<file path="config.mk">
export PLATFORM = sky130hd
export DESIGN_NAME = formula_lexer_unit
export DESIGN_NICKNAME = d
export VERILOG_FILES = /design/src/rtl/flex_pkg.sv /design/src/rtl/flex_core.sv /design/src/rtl/flex_rbuf.sv /design/src/rtl/formula_lexer_unit.sv
export SDC_FILE = /design/constraint.sdc
export NUM_CORES = 1
export LEC_CHECK = 0
export ABC_AREA = 1
export BUFFER_PORTS_ARGS = -buffer_cell sky130_fd_sc_hd__buf_2
export CORE_AREA = 4 4 138 140
export DETAILED_ROUTE_END_ITERATION = 12
export DIE_AREA = 0 0 142 144
export GPL_ROUTABILITY_DRIVEN = 0
export PLACE_DENSITY = 0.77
export SLEW_MARGIN = 20
export SYNTH_ARGS = -nofsm -noshare
export SYNTH_HDL_FRONTEND = slang
export SYNTH_SLANG_ARGS = --single-unit
</file>
<file path="constraint.sdc">
create_clock -name clk -period 7.7 [get_ports clk]
set_input_delay 1.155 -clock clk [delete_from_list [all_inputs] [get_ports clk]]
set_output_delay 1.155 -clock clk [all_outputs]
set_load 0.005 [all_outputs]
</file>
<file path="src/rtl/flex_pkg.sv">
// Shared types, constants and keyword tables for the formula lexer.
`default_nettype none

package flex_pkg;

  // Token length counter and string nesting depth, both saturating.
  localparam int LEN_W = 16;
  localparam logic [LEN_W-1:0] MAX_TOKEN_LENGTH = 16'hFFFF;
  localparam int DEPTH_W = 8;
  localparam logic [DEPTH_W-1:0] MAX_NEST_DEPTH = 8'hFF;

  // Reserved word table.
  localparam int NUM_KW = 10;
  localparam int KW_MAX_LEN = 9;
  localparam int KW_IDX_W = 4;

  // Result queue geometry.
  localparam int RBUF_DEPTH = 4;
  localparam int RBUF_AW = 2;
  localparam int RBUF_LW = 3;

  // Lexer modes: which kind of token is pending.
  typedef enum logic [3:0] {
    M_IDLE,
    M_IDENT,
    M_NUM,
    M_LTGT,
    M_DOT,
    M_MINUS,
    M_BANG,
    M_SPACE,
    M_STR,
    M_COMMENT
  } lex_mode_t;

  // Token kinds.
  localparam logic [3:0] KIND_IDENT    = 4'd0;
  localparam logic [3:0] KIND_OP       = 4'd1;
  localparam logic [3:0] KIND_KEYWORD  = 4'd2;
  localparam logic [3:0] KIND_INTEGER  = 4'd3;
  localparam logic [3:0] KIND_DECIMAL  = 4'd4;
  localparam logic [3:0] KIND_STRING   = 4'd5;
  localparam logic [3:0] KIND_COMMENT  = 4'd6;
  localparam logic [3:0] KIND_SPACE    = 4'd7;
  localparam logic [3:0] KIND_EOL      = 4'd8;
  localparam logic [3:0] KIND_LSQUARE  = 4'd9;
  localparam logic [3:0] KIND_RSQUARE  = 4'd10;
  localparam logic [3:0] KIND_LPAREN   = 4'd11;
  localparam logic [3:0] KIND_RPAREN   = 4'd12;
  localparam logic [3:0] KIND_COMMA    = 4'd13;
  localparam logic [3:0] KIND_SEMI     = 4'd14;
  localparam logic [3:0] KIND_ARROW    = 4'd15;

  // Error codes.
  localparam logic [1:0] ERR_UNRECOGNISED  = 2'd0;
  localparam logic [1:0] ERR_MULTI_DOT     = 2'd1;
  localparam logic [1:0] ERR_OPEN_QUOTE    = 2'd2;
  localparam logic [1:0] ERR_OPEN_COMMENT  = 2'd3;

  // One result as it leaves the block.
  typedef struct packed {
    logic [3:0]       kind;
    logic [LEN_W-1:0] len;
    logic             err;
    logic [1:0]       code;
    logic             last;
  } lex_res_t;

  // Everything one byte produces: zero, one or two results.
  typedef struct packed {
    logic [1:0] count;
    lex_res_t   r0;
    lex_res_t   r1;
  } lex_step_t;

  // Word lengths, entry 0 in the lowest nibble.
  localparam logic [NUM_KW-1:0][3:0] KW_LEN = {
    4'd9, 4'd6, 4'd3, 4'd3, 4'd5, 4'd3, 4'd3, 4'd2, 4'd2, 4'd1
  };

  // Set where the word is a keyword, clear where it is an operator word.
  localparam logic [NUM_KW-1:0] KW_IS_KEYWORD = 10'b11_1100_0000;

  // Byte i of reserved word k, zero beyond its end.
  function automatic logic [7:0] kw_char(input logic [KW_IDX_W-1:0] k,
                                         input logic [3:0] i);
    logic [0:KW_MAX_LEN-1][7:0] s;
    case (k)
      4'd0: s = {8'h64, 8'h00, 8'h00, 8'h00, 8'h00, 8'h00, 8'h00, 8'h00, 8'h00};
      4'd1: s = {8'h6F, 8'h72, 8'h00, 8'h00, 8'h00, 8'h00, 8'h00, 8'h00, 8'h00};
      4'd2: s = {8'h69, 8'h6E, 8'h00, 8'h00, 8'h00, 8'h00, 8'h00, 8'h00, 8'h00};
      4'd3: s = {8'h61, 8'h6E, 8'h64, 8'h00, 8'h00, 8'h00, 8'h00, 8'h00, 8'h00};
      4'd4: s = {8'h6E, 8'h6F, 8'h74, 8'h00, 8'h00, 8'h00, 8'h00, 8'h00, 8'h00};
      4'd5: s = {8'h77, 8'h68, 8'h65, 8'h72, 8'h65, 8'h00, 8'h00, 8'h00, 8'h00};
      4'd6: s = {8'h64, 8'h65, 8'h66, 8'h00, 8'h00, 8'h00, 8'h00, 8'h00, 8'h00};
      4'd7: s = {8'h77, 8'h66, 8'h6C, 8'h00, 8'h00, 8'h00, 8'h00, 8'h00, 8'h00};
      4'd8: s = {8'h77, 8'h66, 8'h6C, 8'h65, 8'h6E, 8'h64, 8'h00, 8'h00, 8'h00};
      4'd9: s = {8'h66, 8'h75, 8'h6E, 8'h63, 8'h74, 8'h69, 8'h6F, 8'h6E, 8'h73};
      default: s = '0;
    endcase
    if (i < 4'(KW_MAX_LEN)) begin
      return s[i];
    end else begin
      return 8'h00;
    end
  endfunction

endpackage

`default_nettype wire

</file>
<file path="src/rtl/flex_core.sv">
// Lexer state and the per-byte transition that yields up to two results.
`default_nettype none

module flex_core
  import flex_pkg::*;
(
  input  logic       clk,
  input  logic       rst_n,
  input  logic       in_fire,
  input  logic [7:0] char_byte,
  input  logic       end_of_text,
  output lex_step_t  step
);

  lex_mode_t            mode_r, mode_nxt;
  logic [LEN_W-1:0]     len_r, len_nxt;
  logic [NUM_KW-1:0]    cand_r, cand_nxt;
  logic                 dot_r, dot_nxt;
  logic [DEPTH_W-1:0]   depth_r, depth_nxt;
  logic                 lock_r, lock_nxt;

  lex_res_t ext_res, start_res, fin_res;
  logic     ext_v, start_v, fin_v;

  function automatic lex_res_t mk_tok(input logic [3:0] kind, input logic [LEN_W-1:0] len,
                                      input logic err, input logic [1:0] code);
    lex_res_t r;
    r.kind = kind;
    r.len  = len;
    r.err  = err;
    r.code = code;
    r.last = 1'b0;
    return r;
  endfunction

  function automatic lex_res_t mk_err(input logic [1:0] code);
    return mk_tok(KIND_IDENT, '0, 1'b1, code);
  endfunction

  function automatic logic is_alpha(input logic [7:0] c);
    return (c >= 8'h41 && c <= 8'h5A) || (c >= 8'h61 && c <= 8'h7A) || c == 8'h5F;
  endfunction

  function automatic logic is_digit(input logic [7:0] c);
    return c >= 8'h30 && c <= 8'h39;
  endfunction

  function automatic logic [LEN_W-1:0] grow(input logic [LEN_W-1:0] len);
    return (len == MAX_TOKEN_LENGTH) ? len : len + LEN_W'(1);
  endfunction

  // Drop every candidate word whose byte at this position differs.
  function automatic logic [NUM_KW-1:0] kw_match(input logic [NUM_KW-1:0] cand,
                                                 input logic [LEN_W-1:0] pos,
                                                 input logic [7:0] c);
    logic [NUM_KW-1:0] keep;
    logic              in_word;
    keep = cand;
    for (int k = 0; k < NUM_KW; k++) begin
      in_word = pos < LEN_W'(KW_LEN[k]);
      if (!(in_word && kw_char(KW_IDX_W'(k), pos[3:0]) == c)) begin
        keep[k] = 1'b0;
      end
    end
    return keep;
  endfunction

  // Identifier kind once it ends: a surviving word of exactly this length.
  function automatic logic [3:0] ident_kind(input logic [NUM_KW-1:0] cand,
                                            input logic [LEN_W-1:0] len);
    logic [3:0] kind;
    kind = KIND_IDENT;
    for (int k = 0; k < NUM_KW; k++) begin
      if (cand[k] && len == LEN_W'(KW_LEN[k])) begin
        kind = KW_IS_KEYWORD[k] ? KIND_KEYWORD : KIND_OP;
      end
    end
    return kind;
  endfunction

  // Offer the byte to the pending token, start a new one, close at end of text.
  always_comb begin
    logic used;
    mode_nxt  = mode_r;
    len_nxt   = len_r;
    cand_nxt  = cand_r;
    dot_nxt   = dot_r;
    depth_nxt = depth_r;
    lock_nxt  = lock_r;
    ext_v     = 1'b0;
    start_v   = 1'b0;
    fin_v     = 1'b0;
    ext_res   = '0;
    start_res = '0;
    fin_res   = '0;
    used      = 1'b0;

    if (!lock_r) begin
      // Extend the pending token.
      unique case (mode_r)
        M_IDENT: begin
          if (is_alpha(char_byte)) begin
            cand_nxt = kw_match(cand_r, len_r, char_byte);
            len_nxt  = grow(len_r);
            used     = 1'b1;
          end else begin
            ext_v    = 1'b1;
            ext_res  = mk_tok(ident_kind(cand_r, len_r), len_r, 1'b0, ERR_UNRECOGNISED);
            mode_nxt = M_IDLE;
          end
        end
        M_NUM: begin
          if (is_digit(char_byte)) begin
            len_nxt = grow(len_r);
            used    = 1'b1;
          end else if (char_byte == 8'h2E) begin
            used = 1'b1;
            if (dot_r) begin
              ext_v    = 1'b1;
              ext_res  = mk_err(ERR_MULTI_DOT);
              lock_nxt = 1'b1;
              mode_nxt = M_IDLE;
            end else begin
              dot_nxt = 1'b1;
              len_nxt = grow(len_r);
            end
          end else begin
            ext_v    = 1'b1;
            ext_res  = mk_tok(dot_r ? KIND_DECIMAL : KIND_INTEGER, len_r, 1'b0,
                              ERR_UNRECOGNISED);
            mode_nxt = M_IDLE;
          end
        end
        M_LTGT: begin
          ext_v    = 1'b1;
          mode_nxt = M_IDLE;
          if (char_byte == 8'h3D) begin
            ext_res = mk_tok(KIND_OP, LEN_W'(2), 1'b0, ERR_UNRECOGNISED);
            used    = 1'b1;
          end else begin
            ext_res = mk_tok(KIND_OP, LEN_W'(1), 1'b0, ERR_UNRECOGNISED);
          end
        end
        M_DOT: begin
          ext_v    = 1'b1;
          mode_nxt = M_IDLE;
          if (char_byte == 8'h2B || char_byte == 8'h2D || char_byte == 8'h2A ||
              char_byte == 8'h2F || char_byte == 8'h2E) begin
            ext_res = mk_tok(KIND_OP, LEN_W'(2), 1'b0, ERR_UNRECOGNISED);
            used    = 1'b1;
          end else begin
            ext_res = mk_tok(KIND_OP, LEN_W'(1), 1'b0, ERR_UNRECOGNISED);
          end
        end
        M_MINUS: begin
          ext_v    = 1'b1;
          mode_nxt = M_IDLE;
          if (char_byte == 8'h3E) begin
            ext_res = mk_tok(KIND_ARROW, LEN_W'(2), 1'b0, ERR_UNRECOGNISED);
            used    = 1'b1;
          end else begin
            ext_res = mk_tok(KIND_OP, LEN_W'(1), 1'b0, ERR_UNRECOGNISED);
          end
        end
        M_BANG: begin
          ext_v    = 1'b1;
          mode_nxt = M_IDLE;
          used     = 1'b1;
          if (char_byte == 8'h3D) begin
            ext_res = mk_tok(KIND_OP, LEN_W'(2), 1'b0, ERR_UNRECOGNISED);
          end else begin
            ext_res  = mk_err(ERR_UNRECOGNISED);
            lock_nxt = 1'b1;
          end
        end
        M_SPACE: begin
          if (char_byte <= 8'h20 && char_byte != 8'h0A) begin
            len_nxt = grow(len_r);
            used    = 1'b1;
          end else begin
            ext_v    = 1'b1;
            ext_res  = mk_tok(KIND_SPACE, len_r, 1'b0, ERR_UNRECOGNISED);
            mode_nxt = M_IDLE;
          end
        end
        M_STR: begin
          used    = 1'b1;
          len_nxt = grow(len_r);
          if (char_byte == 8'h5B) begin
            if (depth_r != MAX_NEST_DEPTH) begin
              depth_nxt = depth_r + DEPTH_W'(1);
            end
          end else if (depth_r != '0 && char_byte == 8'h5D) begin
            depth_nxt = depth_r - DEPTH_W'(1);
          end else if (depth_r == '0 && char_byte == 8'h27) begin
            ext_v    = 1'b1;
            ext_res  = mk_tok(KIND_STRING, len_nxt, 1'b0, ERR_UNRECOGNISED);
            mode_nxt = M_IDLE;
          end
        end
        M_COMMENT: begin
          used    = 1'b1;
          len_nxt = grow(len_r);
          if (char_byte == 8'h23) begin
            ext_v    = 1'b1;
            ext_res  = mk_tok(KIND_COMMENT, len_nxt, 1'b0, ERR_UNRECOGNISED);
            mode_nxt = M_IDLE;
          end
        end
        default: begin
          mode_nxt = M_IDLE;
        end
      endcase

      // Start a token with a byte the pending token did not take.
      if (!used) begin
        len_nxt = LEN_W'(1);
        priority if (is_alpha(char_byte)) begin
          mode_nxt = M_IDENT;
          cand_nxt = kw_match('1, '0, char_byte);
        end else if (is_digit(char_byte)) begin
          mode_nxt = M_NUM;
          dot_nxt  = 1'b0;
        end else if (char_byte == 8'h0A) begin
          start_v   = 1'b1;
          start_res = mk_tok(KIND_EOL, LEN_W'(1), 1'b0, ERR_UNRECOGNISED);
        end else if (char_byte <= 8'h20) begin
          mode_nxt = M_SPACE;
        end else if (char_byte == 8'h3C || char_byte == 8'h3E) begin
          mode_nxt = M_LTGT;
        end else if (char_byte == 8'h2E) begin
          mode_nxt = M_DOT;
        end else if (char_byte == 8'h2D) begin
          mode_nxt = M_MINUS;
        end else if (char_byte == 8'h21) begin
          mode_nxt = M_BANG;
        end else if (char_byte == 8'h27) begin
          mode_nxt  = M_STR;
          depth_nxt = '0;
        end else if (char_byte == 8'h23) begin
          mode_nxt = M_COMMENT;
        end else if (char_byte == 8'h5E || char_byte == 8'h7E || char_byte == 8'h3D ||
                     char_byte == 8'h2B || char_byte == 8'h2A || char_byte == 8'h2F ||
                     char_byte == 8'h25) begin
          start_v   = 1'b1;
          start_res = mk_tok(KIND_OP, LEN_W'(1), 1'b0, ERR_UNRECOGNISED);
        end else if (char_byte == 8'h5B) begin
          start_v   = 1'b1;
          start_res = mk_tok(KIND_LSQUARE, LEN_W'(1), 1'b0, ERR_UNRECOGNISED);
        end else if (char_byte == 8'h5D) begin
          start_v   = 1'b1;
          start_res = mk_tok(KIND_RSQUARE, LEN_W'(1), 1'b0, ERR_UNRECOGNISED);
        end else if (char_byte == 8'h28) begin
          start_v   = 1'b1;
          start_res = mk_tok(KIND_LPAREN, LEN_W'(1), 1'b0, ERR_UNRECOGNISED);
        end else if (char_byte == 8'h29) begin
          start_v   = 1'b1;
          start_res = mk_tok(KIND_RPAREN, LEN_W'(1), 1'b0, ERR_UNRECOGNISED);
        end else if (char_byte == 8'h2C) begin
          start_v   = 1'b1;
          start_res = mk_tok(KIND_COMMA, LEN_W'(1), 1'b0, ERR_UNRECOGNISED);
        end else if (char_byte == 8'h3B) begin
          start_v   = 1'b1;
          start_res = mk_tok(KIND_SEMI, LEN_W'(1), 1'b0, ERR_UNRECOGNISED);
        end else begin
          start_v   = 1'b1;
          start_res = mk_err(ERR_UNRECOGNISED);
          lock_nxt  = 1'b1;
        end
        if (start_v) begin
          mode_nxt = M_IDLE;
        end
      end

      // Close whatever is still pending at the end of the expression.
      if (end_of_text && !lock_nxt) begin
        unique case (mode_nxt)
          M_IDENT: begin
            fin_v   = 1'b1;
            fin_res = mk_tok(ident_kind(cand_nxt, len_nxt), len_nxt, 1'b0, ERR_UNRECOGNISED);
          end
          M_NUM: begin
            fin_v   = 1'b1;
            fin_res = mk_tok(dot_nxt ? KIND_DECIMAL : KIND_INTEGER, len_nxt, 1'b0,
                             ERR_UNRECOGNISED);
          end
          M_LTGT, M_DOT, M_MINUS: begin
            fin_v   = 1'b1;
            fin_res = mk_tok(KIND_OP, LEN_W'(1), 1'b0, ERR_UNRECOGNISED);
          end
          M_BANG: begin
            fin_v   = 1'b1;
            fin_res = mk_err(ERR_UNRECOGNISED);
          end
          M_SPACE: begin
            fin_v   = 1'b1;
            fin_res = mk_tok(KIND_SPACE, len_nxt, 1'b0, ERR_UNRECOGNISED);
          end
          M_STR: begin
            fin_v   = 1'b1;
            fin_res = mk_err(ERR_OPEN_QUOTE);
          end
          M_COMMENT: begin
            fin_v   = 1'b1;
            fin_res = mk_err(ERR_OPEN_COMMENT);
          end
          default: begin
            fin_v = 1'b0;
          end
        endcase
      end
    end

    // End of text always leaves a fresh expression, also out of the error lock.
    if (end_of_text) begin
      mode_nxt  = M_IDLE;
      len_nxt   = '0;
      cand_nxt  = '0;
      dot_nxt   = 1'b0;
      depth_nxt = '0;
      lock_nxt  = 1'b0;
    end
  end

  // Pack the results in order and flag the final one.
  always_comb begin
    step.count = 2'({1'b0, ext_v} + {1'b0, start_v} + {1'b0, fin_v});
    step.r0    = ext_v ? ext_res : (start_v ? start_res : fin_res);
    step.r1    = (ext_v && start_v) ? start_res : fin_res;
    step.r0.last = (step.count == 2'd1);
    step.r1.last = (step.count == 2'd2);
  end

  // State registers advance only on an accepted request.
  always_ff @(posedge clk) begin
    if (!rst_n) begin
      mode_r  <= M_IDLE;
      len_r   <= '0;
      cand_r  <= '0;
      dot_r   <= 1'b0;
      depth_r <= '0;
      lock_r  <= 1'b0;
    end else if (in_fire) begin
      mode_r  <= mode_nxt;
      len_r   <= len_nxt;
      cand_r  <= cand_nxt;
      dot_r   <= dot_nxt;
      depth_r <= depth_nxt;
      lock_r  <= lock_nxt;
    end
  end

endmodule

`default_nettype wire

</file>
<file path="src/rtl/flex_rbuf.sv">
// Result queue: takes up to two results per cycle, hands out one per cycle when popped.
`default_nettype none

module flex_rbuf
  import flex_pkg::*;
(
  input  logic               clk,
  input  logic               rst_n,
  input  logic               push_en,
  input  lex_step_t          step,
  input  logic               pop,
  output logic [RBUF_LW-1:0] level,
  output lex_res_t           head
);

  lex_res_t            ent_r [RBUF_DEPTH];
  logic [RBUF_AW-1:0]  wr_ptr_r, wr_ptr_nxt;
  logic [RBUF_AW-1:0]  rd_ptr_r, rd_ptr_nxt;
  logic [RBUF_LW-1:0]  level_r, level_nxt;
  logic [RBUF_AW-1:0]  wr_ptr_p1;
  logic [RBUF_LW-1:0]  push_cnt;

  // Pointer and fill level arithmetic.
  always_comb begin
    wr_ptr_p1  = wr_ptr_r + RBUF_AW'(1);
    push_cnt   = push_en ? RBUF_LW'(step.count) : '0;
    wr_ptr_nxt = wr_ptr_r + push_cnt[RBUF_AW-1:0];
    rd_ptr_nxt = pop ? rd_ptr_r + RBUF_AW'(1) : rd_ptr_r;
    level_nxt  = level_r + push_cnt - RBUF_LW'(pop);
  end

  always_ff @(posedge clk) begin
    if (!rst_n) begin
      wr_ptr_r <= '0;
      rd_ptr_r <= '0;
      level_r  <= '0;
    end else begin
      wr_ptr_r <= wr_ptr_nxt;
      rd_ptr_r <= rd_ptr_nxt;
      level_r  <= level_nxt;
    end
  end

  // Result storage, written in request order.
  always_ff @(posedge clk) begin
    if (push_en && step.count != 2'd0) begin
      ent_r[wr_ptr_r] <= step.r0;
    end
    if (push_en && step.count == 2'd2) begin
      ent_r[wr_ptr_p1] <= step.r1;
    end
  end

  assign level = level_r;
  assign head  = ent_r[rd_ptr_r];

endmodule

`default_nettype wire

</file>
<file path="src/rtl/formula_lexer_unit.sv">
// Top level of the formula lexer: byte input channel, token result channel.
//
// Each input request carries one text byte and an end-of-text flag. The byte is
// lexed in the cycle it is accepted and yields zero, one or two result requests,
// the final one marked by out_last_of_run. Results are registered in a queue, so
// the first can appear in the cycle after its byte is accepted; results leave at
// one per cycle while out_stall is low. Bytes are taken at one per cycle while
// they yield at most one result each and out_stall is low; bytes that yield two
// results fill the four-entry result queue; it accepts a byte only while it has
// room for two more results, so in_stall rises when out_stall holds it full.
// A stalled result holds its fields until it is taken.
// After an error the lexer reports nothing until the byte carrying end of
// text, which also yields nothing; every end of text starts a fresh expression.
// Reset (rst_n low, synchronous) empties the queue and returns the lexer to
// idle with no pending token.
`default_nettype none

module formula_lexer_unit
  import flex_pkg::*;
(
  input  logic             clk,
  input  logic             rst_n,
  input  logic             in_valid,
  output logic             in_stall,
  input  logic [7:0]       in_char_byte,
  input  logic             in_end_of_text,
  output logic             out_valid,
  input  logic             out_stall,
  output logic [3:0]       out_token_kind,
  output logic [LEN_W-1:0] out_token_length,
  output logic             out_is_error,
  output logic [1:0]       out_error_code,
  output logic             out_last_of_run
);

  lex_step_t          step;
  lex_res_t           head;
  logic [RBUF_LW-1:0] level;
  logic               in_fire;
  logic               out_fire;

  // Handshakes.
  assign in_stall  = level > RBUF_LW'(RBUF_DEPTH - 2);
  assign in_fire   = in_valid && !in_stall;
  assign out_valid = level != '0;
  assign out_fire  = out_valid && !out_stall;

  flex_core u_core (
    .clk         (clk),
    .rst_n       (rst_n),
    .in_fire     (in_fire),
    .char_byte   (in_char_byte),
    .end_of_text (in_end_of_text),
    .step        (step)
  );

  flex_rbuf u_rbuf (
    .clk     (clk),
    .rst_n   (rst_n),
    .push_en (in_fire),
    .step    (step),
    .pop     (out_fire),
    .level   (level),
    .head    (head)
  );

  // Result fields from the head of the queue.
  assign out_token_kind   = head.kind;
  assign out_token_length = head.len;
  assign out_is_error     = head.err;
  assign out_error_code   = head.code;
  assign out_last_of_run  = head.last;

`ifndef SYNTHESIS
  // The queue never holds more than it has room for.
  a_level_bound: assert property (@(posedge clk) disable iff (!rst_n)
    level <= RBUF_LW'(RBUF_DEPTH))
    else $error("result queue overfilled");

  // An accepted byte that produces results makes the queue non-empty next cycle.
  a_push_visible: assert property (@(posedge clk) disable iff (!rst_n)
    in_fire && step.count != 2'd0 |=> out_valid)
    else $error("accepted results not visible");

  // Error results carry the identifier kind and zero length.
  a_error_shape: assert property (@(posedge clk) disable iff (!rst_n)
    out_valid && out_is_error |-> out_token_kind == KIND_IDENT && out_token_length == '0)
    else $error("malformed error result");

  // A non-error result has error code zero.
  a_code_clear: assert property (@(posedge clk) disable iff (!rst_n)
    out_valid && !out_is_error |-> out_error_code == ERR_UNRECOGNISED)
    else $error("error code set on a token result");
`endif

endmodule

`default_nettype wire

</file>
==> flow_metrics.tcl <==
set metrics [dict create \
    grt_overflow 0 \
    rr_startpoint "u_core.mode_r[3]$_SDFFE_PN0P_" \
    ys_types 52 \
    yosys.area.top_type "edfxtp_1" \
    fin_util_pct 64.09 \
    fmax_ghz 0.1589 \
    syn_nets 1580 \
    fillers 1647 \
    tritoncts "done" \
    crit_path_end_kind "flip-flop" \
    grt_pass1_vias 9764 \
    die_area_um2 20450 \
    status "finished clean" \
    post-route-min-period_ns 6.294 \
    ys.flop_type "edfxtp_1" \
    wl_per_cell_um 17.70 \
    final_common_cell "nand2_1" \
    antenna_found_initial 0 \
    drtIter0Drc 1479 \
    path_clk_slew_ns 0.06 \
    clk_path_buf_depth 2 \
    multi_input_area_um2 5756 \
    drc 0 \
    cellLeakagePower_uw 0.004956 \
    synth_edf_count 96 \
    grt_setup_unrepaired "no" \
    htreeDepth 4 \
    startpoint "in_char_byte[4]" \
    coreArea_um2 17840 \
    die_h_um 144 \
    cts_resized 0 \
    final.setup_skew_ns 0.01068 \
    ant_nets 0 \
    regArea_um2 3864 \
    r2r-end "u_rbuf.ent_r[2][16]$_DFFE_PP_" \
    hold_viol 0 \
    r2r.worst_path.cells 18 \
    drive_gt1_share_pct 10.22 \
    min-delay-path-class "reg2reg" \
    path_common_cell "inv_1" \
    tightest_slew_ns 1.151 \
    crit_arrival_ns 6.39 \
    via_count 10870 \
    min_path_cells 2 \
    r2r_setup_slack_ns 2.20 \
    drt_first_pass_iters 6 \
    fin_hold_ws_ns 0.4705 \
    setup_tns_ns 0 \
    numPortBuffers 38 \
    cp_num_buf_inv 9 \
    syn_to_final_growth_pct 8.565 \
    clock_sinks 145 \
    root_buffer "clkbuf_16" \
    cp_top_family "simple AND/OR/NAND/NOR gates" \
    crit_type "in2reg" \
    setup_violations 0 \
    final_cell_mix "nand2_1, o21ai_0, nor2_1" \
    async_flop_share_pct 0 \
    cts_setup_buffers 0 \
    max_cap_violations 0 \
    grt_pass1_wl_um 51420 \
    synth_seq_cells 145 \
    syn_area_per_cell_um2 6.786 \
    diodes 0 \
    hold_start "u_core.cand_r[7]$_SDFFE_PN0P_" \
    crit_path_start_kind "input port" \
    synth_area_leaders "edfxtp_1, nand2_1, dfxtp_1" \
    row_count 49 \
    yosys.area.top_type_share_pct 27.37 \
    grt_use_total_pct 31.50 \
    ios 39 \
    synth_warnings 0 \
    relSlewSlack_pct 22.98 \
    start_util_pct 59.04 \
    hpwl_um 23620 \
    vias_per_cell 6.025 \
    critPathMaxStageDelay_ns 0.87 \
    cellPowerDensity_nw_per_um2 210.8 \
    min_to "u_core.cand_r[7]$_SDFFE_PN0P_" \
    cts_hold_buf 0 \
    routed_wl_um 31940 \
    worstPathMaxFanout 24 \
    grt_max_degree 50 \
    netlist_area_um2 10530 \
    clk_latency_ns 0.43 \
    syn_inst 1552 \
    cts_buffers 17 \
    vdd_drop_max_uv 219.1 \
    synth-seq-area-share_pct 36.68 \
    required_ns 7.80 \
    post-route-period-util_pct 81.74 \
    nets 1590 \
    die_w_um 142 \
    maxSlewViolCount 0 \
    worst_path_max_delay_cell "nor2_1" \
]
cell usage after synthesis, types with 3 or more instances:
master / n
edfxtp_1: 96
or2_2: 6
nand4_1: 23
nor2_4: 4
nand3b_1: 3
o21ai_1: 16
nand2_4: 3
ha_1: 13
o211ai_1: 5
inv_2: 19
clkinv_1: 3
buf_4: 5
clkbuf_1: 35
buf_6: 6
nand2_2: 16
xor2_1: 31
o21a_1: 3
nor2_1: 175
a211oi_1: 3
o22ai_1: 30
nor4_1: 3
buf_2: 12
nand2_1: 430
inv_1: 143
o21ai_2: 4
nand3_1: 80
a21oi_1: 76
nand3_2: 5
nor3_1: 23
nor2_2: 10
o21ai_0: 193
dfxtp_1: 49
cell type report:
| type | count | area share, % |
|---|---|---|
| Multi-Input combinational cell | 1181 | 50.33 |
| Sequential cell | 145 | 33.79 |
| Inverter | 168 | 5.602 |
| Clock buffer | 19 | 3.874 |
| Tap cell | 229 | 2.506 |
| Timing Repair Buffer | 49 | 2.385 |
| Clock inverter | 13 | 1.510 |
how the worst max path moves through the flow:
stage | end | slack [ns] | cells past startpoint
floorplan | u_rbuf.ent_r[0][0]$_DFFE_PP_ | 1.78 | 24
global placement | u_rbuf.ent_r[1][2]$_DFFE_PP_ | 1.35 | 25
detailed placement | u_rbuf.ent_r[2][8]$_DFFE_PP_ | 1.22 | 25
CTS | u_rbuf.ent_r[2][16]$_DFFE_PP_ | 1.58 | 27
global route | u_rbuf.ent_r[1][17]$_DFFE_PP_ | 1.01 | 27
finish | u_rbuf.ent_r[2][16]$_DFFE_PP_ | 1.41 | 25
tightest hold or removal path: stages (launching register included):
cell	delay, ns
dfxtp_1	0.30
nand2_1	0.06
a21oi_1	0.06
sequential cells by signal, summed over array words and instances (netlist names), named ones only:
register / cells
u_rbuf.level: 3
u_rbuf.ent_r: 96
u_rbuf.wr_ptr_r: 2
u_core.depth_r: 8
u_core.len_r: 16
u_core.mode_r: 4
u_core.cand_r: 10
u_rbuf.rd_ptr_r: 2
u_core.dot_r: 1
u_core.lock_r: 1
kinds of logic (layout without fill, tap and decap cells):
logic type / count (synthesis) / in the layout / synth area share (%)
flip-flops: 145 / 145 / 36.68
adder cells (fa/ha/maj): 15 / 15 / 1.925
XOR/XNOR: 33 / 33 / 2.744
AO/OA/AOI/OAI: 345 / 345 / 17.83
buffers and inverters: 226 / 249 / 8.898
AND/OR/NAND/NOR: 788 / 788 / 31.92
where the power goes:
group / switching [uW] / leakage, uW / total, uW / internal, uW
logic: 410 / 0.00330 / 603 / 193
registers: 28.6 / 0.00136 / 925 / 896
clock network: 357 / 0.000293 / 883 / 525
stage by stage:
stage	area [um2]	instances	power (uW)	setup WS (ns)
global placement	10820	1772	1529	1.349
detailed placement	10820	1772	1539	1.216
finish	11430	1804	2411	1.406
global route	11430	1804	2525	1.009
CTS	11430	1804	2408	1.583
floorplan	10530	1552	1331	1.778
routing by layer:
layer | track usage, % | vias to the layer above | wire length, um | share of wire, %
met1 | 41.45 | 4902 | 13130 | 41
met4 | 15.05 | 0 | 1677 | 5.3
met3 | 5.754 | 132 | 2841 | 8.9
met5 | 0 | - | 0 | 0
met2 | 50.53 | 661 | 14290 | 45
li1 | - | 5174 | - | -
No activity file was read; power rests on OpenSTA's default activity.
